File: config.mk
export PLATFORM = sky130hd
export DESIGN_NAME = rmq_isqrt
export DESIGN_NICKNAME = d
export VERILOG_FILES = /design/src/design/rmq_pkg.sv /design/src/design/rmq_isqrt.sv
export SDC_FILE = /design/constraint.sdc
export NUM_CORES = 2
export LEC_CHECK = 0
export ABC_CLOCK_PERIOD_IN_PS = 6100
export BUFFER_PORTS_ARGS = -buffer_cell sky130_fd_sc_hd__buf_2
export CAP_MARGIN = 10
export CORE_MARGIN = 5
export CORE_UTILIZATION = 45
export DETAILED_ROUTE_END_ITERATION = 8
export SETUP_SLACK_MARGIN = 0.1
export SLEW_MARGIN = 30
export SYNTH_ARGS = -nofsm -noshare
export SYNTH_HDL_FRONTEND = slang
export SYNTH_SLANG_ARGS = --single-unit
File: constraint.sdc
create_clock -name clk -period 6.1 [get_ports clk]
set_input_delay 0.305 -clock clk [delete_from_list [all_inputs] [get_ports clk]]
set_output_delay 0.305 -clock clk [all_outputs]
set_load 0.01 [all_outputs]
File: src/design/rmq_pkg.sv
// ----------------------------------------------------------------------------
// rmq_pkg: rotation matrix to quaternion shared definitions
// Fixed-point formats, pipeline depths and sideband types used across the
// datapath units and the top level.
// ----------------------------------------------------------------------------
package rmq_pkg;

  localparam int FRAC_BITS = 30;

  // matrix entry and derived widths
  localparam int M_W = 32;
  localparam int D_W = M_W + 2;          // diagonal terms, signed
  localparam int N_W = M_W + 1;          // off-diagonal sums and differences

  // integer square root unit
  localparam int SQ_IN_W  = 64;
  localparam int SQ_OUT_W = SQ_IN_W / 2;
  localparam int SQ_LAT   = SQ_OUT_W;    // one result bit per stage

  // scaled divider unit
  localparam int QM_W    = 32;           // quotient magnitude bits
  localparam int Q_W     = QM_W + 1;     // signed component
  localparam int DIV_N_W = N_W + 1;      // signed numerator
  localparam int DEN_W   = SQ_OUT_W + 2; // four times the chosen component
  localparam int DIV_LAT = QM_W;         // one quotient bit per stage

  localparam int OUT_W = 32;

  // end-to-end latency from accept edge to the edge that samples the strobe
  localparam int PIPE_LAT = 2 * SQ_LAT + 2 * DIV_LAT + 8;

  typedef enum logic [1:0] {
    AX_X = 2'd0,
    AX_Y = 2'd1,
    AX_Z = 2'd2,
    AX_W = 2'd3
  } axis_t;

  typedef logic signed [N_W-1:0] num_t;
  typedef logic signed [Q_W-1:0] comp_t;

  // travels alongside the first square root
  typedef struct packed {
    axis_t        axis;
    num_t [3:0]   num;
  } sqa_sb_t;

  // travels alongside the first divider bank
  typedef struct packed {
    axis_t                 axis;
    logic [SQ_OUT_W-1:0]   chosen;
    logic                  degen;
  } diva_sb_t;

  // travels alongside the length square root
  typedef struct packed {
    comp_t [3:0] q;
    logic        degen;
  } sqb_sb_t;

endpackage

File: src/design/rmq_isqrt.sv
// ----------------------------------------------------------------------------
// rmq_isqrt: pipelined integer square root
// Floor square root of a 64-bit value, one result bit per register stage.
// ----------------------------------------------------------------------------
module rmq_isqrt
  import rmq_pkg::*;
(
  input  logic                 clk,
  input  logic [SQ_IN_W-1:0]   rad,
  output logic [SQ_OUT_W-1:0]  root
);

  logic [SQ_IN_W-1:0] rem_r [SQ_LAT];
  logic [SQ_IN_W-1:0] res_r [SQ_LAT];

  for (genvar s = 0; s < SQ_LAT; s++) begin : g_stage
    localparam logic [SQ_IN_W-1:0] PW = SQ_IN_W'(1) << (SQ_IN_W - 2 - 2 * s);
    logic [SQ_IN_W-1:0] rem_in, res_in, trial, rem_nxt, res_nxt;

    if (s == 0) begin : g_first
      assign rem_in = rad;
      assign res_in = '0;
    end else begin : g_next
      assign rem_in = rem_r[s-1];
      assign res_in = res_r[s-1];
    end

    assign trial = res_in + PW;

    always_comb begin
      if (rem_in >= trial) begin
        rem_nxt = rem_in - trial;
        res_nxt = (res_in >> 1) + PW;
      end else begin
        rem_nxt = rem_in;
        res_nxt = res_in >> 1;
      end
    end

    always_ff @(posedge clk) begin
      res_r[s] <= res_nxt;
    end

    // the last remainder is never needed
    if (s < SQ_LAT - 1) begin : g_rem
      always_ff @(posedge clk) begin
        rem_r[s] <= rem_nxt;
      end
    end
  end

  assign root = res_r[SQ_LAT-1][SQ_OUT_W-1:0];

endmodule

# == Word level (Yosys, flattened, before mapping) ==
# Memory sizes are Yosys's and may differ from the RTL's.
# Cells that the tools add are included.
# totals
register_bits,0
mem_bits_rw,4096
in_bits,65
out_inout_bits,32
wordCells,190
n_memories,2
# op_classes
add_sub_neg,93
magnitude_cmp,32
muxes,63
# mem_list
name,words,word_bits,rd,rd_clocked_by_memory_dff,write_ports,line,text
rem_r,32,64,31,0,31,rmq_isqrt.sv:13,logic [SQ_IN_W-1:0] rem_r [SQ_LAT];
res_r,32,64,32,0,32,rmq_isqrt.sv:14,logic [SQ_IN_W-1:0] res_r [SQ_LAT];
# op_table
op,n
$mux 64,62
$ge 64x64->1,31
$sub 64x64->64,30
$add 63x1->64 const B,1
$add 63x11->64 const B,1
$add 63x13->64 const B,1
$add 63x15->64 const B,1
$add 63x17->64 const B,1
$add 63x19->64 const B,1
$add 63x21->64 const B,1
$add 63x23->64 const B,1
$add 63x25->64 const B,1
$add 63x27->64 const B,1
$add 63x29->64 const B,1
$add 63x3->64 const B,1
$add 63x31->64 const B,1
$add 63x33->64 const B,1
$add 63x35->64 const B,1
$add 63x37->64 const B,1
$add 63x39->64 const B,1
$add 63x41->64 const B,1
$add 63x43->64 const B,1
$add 63x45->64 const B,1
$add 63x47->64 const B,1
44 further kinds,44

# == Logic depth before layout (Yosys ltp) ==
# An unclocked memory read counts as a cell.
# logic_depth
word_depth,4
depth_mapped,15
ltp_nobuf,12

# == Least setup slack after synthesis ==
# OpenSTA, ideal clock, no wires.
# synth_path
path_type,register to register
from,mem res_r[19][41]
to,"mem rem_r[20][61], in the netlist rem_r[1][317]"
setup_ns,0.072
arrival_time_ns,3.196
t_required_ns,6.028
path_slack_ns,2.832
path_stages_with_launch,14
path_buffers,2
synth_period_minus_slack_ns,3.268
path_cell_list,dfxtp_1 inv_1 ha_1 buf_2 nand4_2 or4_1 or4_4 nor3_2 nor4_1 and3_4 or3_1 buf_4 and4bb_1 xor2_1
# synth_rtl
element,line
"start, declared",rmq_isqrt.sv:14
"end, declared",rmq_isqrt.sv:13

==> impl_results.md <==
* Asr flop ratio synth at 0
* GR Overflow Total at 0
* Final nets at roughly 11k
* Max Slew Vio Count at 0
* Fillers at roughly 19k
* Leak at about 50 nW
* Die width at between 400 and 500 µm
* Vias at roughly 70k
* Initial antenna violation count at 19
* Post-synthesis sequential area ratio at 0.5249
* Initial DRT Pass Iterations at 6
* CTS buffer count at around 280
* Worst-path clk slew at roughly 60 ps
* Vias per cell at between 5 and 6
* Vias in the first global route at ~69k
* Status: finished clean
* Hold Vio Cnt, Final at 0
* First-pass GRT wire length at between 300000 and 400000 µm
* Max cap viols at 0
* Cells after synthesis at roughly 9.7k
* Final setup viols at 0
* H-tree depth at 5
* Num ports at slightly below 100
* R2R cell count at 12
* Root buffer cell: clkbuf_16
* Post-Route WL at roughly 250000 µm
* Max IR drop VDD at about 380 µV
* Synth-to-layout area growth at 14.83%
* HP Start: rad[6]
* Worst-margin pin slew at about 1000 ps
* Slowest stage delay, CP at about 570 ps
* ANT nets after route at 0
* Starting DRT DRC Count at 4564
* Min Tclk post-route at roughly 4400 ps
* Pin count of the biggest net entering global routing at 74
* Cell repeated most along the worst path: nor4_1
* FF+latch count, synth at approximately 2.5k
* Synthesized cell area at about 96000 µm²
* WP data arrival at just over 5000 ps
* Worst setup startpoint: res_r[19][42]$_DFF_P_
* Combinational family with the most area after synthesis: simple AND/OR/NAND/NOR gates
* Post-Syn Nets at around 10k
* Critical Path End Type: flop
* Final core utilization at 0.5192
* Critical-path cell list: inv_1, ha_1, nand4_2, or4_1, or4_4, nor3_2, nor4_1, and3_4, inv_2, o211ai_2, nor4_1, xor2_1
* Routability cong. at roughly 0.95
* CTS tree: built
* Worst-Skew Late Latency at 910 ps
* Final TNS setup at 0 ps
* Period utilization at 0.7206
* RSZ-0062 raised after global routing: no
* Num rows at ~170
* Layout cell share with drive strength beyond 1 at 0.07270
* EDFF count, synth at 0
* R2r startpoint: res_r[19][42]$_DFF_P_
* Core area at roughly 210000 µm²
* Fraction of the mapped netlist area in simple logic gates at 0.1578
* Non-filler cells, final at 13.03k
* Critical Path Start Type: flop
* Most common cell after layout, fill and taps aside: dfxtp_1
* Initial Utilization at 0.4521
* Post-synthesis mux area share at 0.009639
* Compound-gate portion of the synthesized area at 0.1191
* YS warnings at 0
* Fin Clk Skew at approximately 84 ps
* Netlist cell types at 95
* Top_reg_cell synth: dfxtp_1
* CP max FO at 28
* Clk sinks at approximately 2.5k
* Synth Area in Adders at 0.07288
* Post-CTS resize count at 0
* Critical path's slowest cell: or4_4
* Drt drc at 0
* Die height at between 400 and 500 µm
* Xor/xnor share of the synthesized area at 0.08100
* CP Class: reg -> reg
* Gr usage total at 0.2201
* Die ar. at between 200000 and 250000 µm²
* HP Class: in -> reg
* Most frequent cells in the layout: dfxtp_1 (2512), inv_1 (687), nand2_1 (670), nor2_1 (636), a21oi_1 (585)
* WHS Path Cells at 2
* CP required at ~7000 ps
* DP Wirelength at around 200000 µm
* DR WL/cell at roughly 19 µm
* Worst slew margin at 0.2932
* Dpl cells at 12.44k
* Mean cell area of the mapped netlist at approximately 9.9 µm²
* PwrDens at between 400 and 500 nW/µm²
* CTS Buffer Depth at 4
* Achievable frequency at 227.5 MHz
* Port bufs at 96
==> sequential cells by signal, indices dropped and copies added (netlist names) <==
signal	count
rem_r	1984
res_r	528
==> per-stage QoR <==
stage / setup WS [ps] / power [mW] / instance area (µm²) / hold WS [ps]
after CTS: 1499 / 53.32 / 109900 / 1.154
after detailed placement: 1502 / 36.36 / 99470 / 331.1
after floorplan: 2832 / 31.99 / 95800 / 322.4
final: 1704 / 52.99 / 110000 / 70.06
after global placement: 1560 / 36.20 / 99400 / 330.3
after global routing: 1502 / 55.88 / 110000 / 23.14
==> power breakdown <==
group          switching [mW]  total (mW)  leakage, nW  internal, mW
combinational            7.18        12.8         24.2          5.57
clock                    6.45        16.7         4.56          10.3
sequential               3.37        23.5         21.0          20.1
==> metal layers <==
layer / vias to the layer above / GRT usage / wire, µm
li1: 34460 / - / -
met1: 33090 / 0.2916 / 112400
met2: 1683 / 0.3727 / 119600
met3: 442 / 0.03667 / 14060
met4: 2 / 0.05817 / 6358
met5: - / 0 / 12
==> critical path, delay by kind of cell, from the launching register on <==
family                   cells  cell delay, ps
flip-flops                   1             460
XOR/XNOR                     1             270
buffers and inverters        2             490
AND/OR/NAND/NOR              7            2280
AO/OA/AOI/OAI                1             320
adder cells (fa/ha/maj)      1             450
==> what timing repair did <==
| action | 4_1_cts | 5_1_grt |
|---|---|---|
| endpoints found under the hold margin | 65 | 0 |
| buffers inserted | 0 | 0 |
| hold buffers | 121 | 0 |
==> cells in the mapped netlist, types with 21 or more instances <==
cell | n | area share
a2111oi_0 | 23 | 0.0021
a211o_1 | 23 | 0.0021
a211oi_1 | 46 | 0.0036
a21boi_0 | 27 | 0.0021
a21o_1 | 237 | 0.019
a21oi_1 | 585 | 0.031
a31oi_1 | 51 | 0.0033
and2_1 | 38 | 0.0025
and3_1 | 38 | 0.0025
buf_1 | 21 | 0.00082
clkbuf_1 | 144 | 0.0056
dfxtp_1 | 2512 | 0.52
ha_1 | 558 | 0.073
inv_1 | 687 | 0.027
mux2_2 | 74 | 0.0087
nand2_1 | 670 | 0.026
nand2b_1 | 114 | 0.0074
nand3_1 | 149 | 0.0078
nand3b_1 | 38 | 0.0030
nand4_1 | 177 | 0.012
nand4b_1 | 29 | 0.0027
nor2_1 | 639 | 0.025
nor2b_1 | 73 | 0.0048
nor3_1 | 258 | 0.013
nor3b_1 | 25 | 0.0020
nor4_1 | 342 | 0.022
nor4b_1 | 47 | 0.0043
o211ai_1 | 42 | 0.0033
o21a_1 | 99 | 0.0078
o21ai_0 | 448 | 0.023
o21bai_1 | 50 | 0.0039
o31ai_1 | 47 | 0.0037
or2_2 | 44 | 0.0029
or3_1 | 107 | 0.0070
or4_1 | 80 | 0.0063
xnor2_1 | 486 | 0.044
xor2_1 | 400 | 0.037
==> cell families (layout without fill, tap and decap cells) <==
kind of cell | Yosys count | in the layout
flip-flops | 2512 | 2512
adder cells (fa/ha/maj) | 558 | 558
multiplexers | 83 | 83
buffers and inverters | 876 | 1408
AND/OR/NAND/NOR | 2928 | 2928
other | 0 | 5
AO/OA/AOI/OAI | 1832 | 1832
XOR/XNOR | 886 | 886
==> worst paths after layout <==
check / endpoint / slack, ps
hold reg to reg: res_r[28][10]$_DFF_P_ / 290
hold / removal: rem_r[0][6]$_DFF_P_ / 70
setup reg to reg: rem_r[1][308]$_DFF_P_ / 1700
setup / recovery: rem_r[1][308]$_DFF_P_ / 1700
==> final cells by class <==
| type | instances | area, µm² | area share |
|---|---|---|---|
| inverter | 692 | 2597 | 0.02361 |
| timing repair buffer | 247 | 1929 | 0.01754 |
| multi-input combinational | 6287 | 42380 | 0.3853 |
| clock buffer | 382 | 8115 | 0.07377 |
| tap | 2821 | 3530 | 0.03209 |
| antenna | 5 | 12.51 | 0.0001137 |
| clock inverter | 87 | 1150 | 0.01045 |
| sequential | 2512 | 50290 | 0.4571 |
Power figures use the tool's default switching activity.
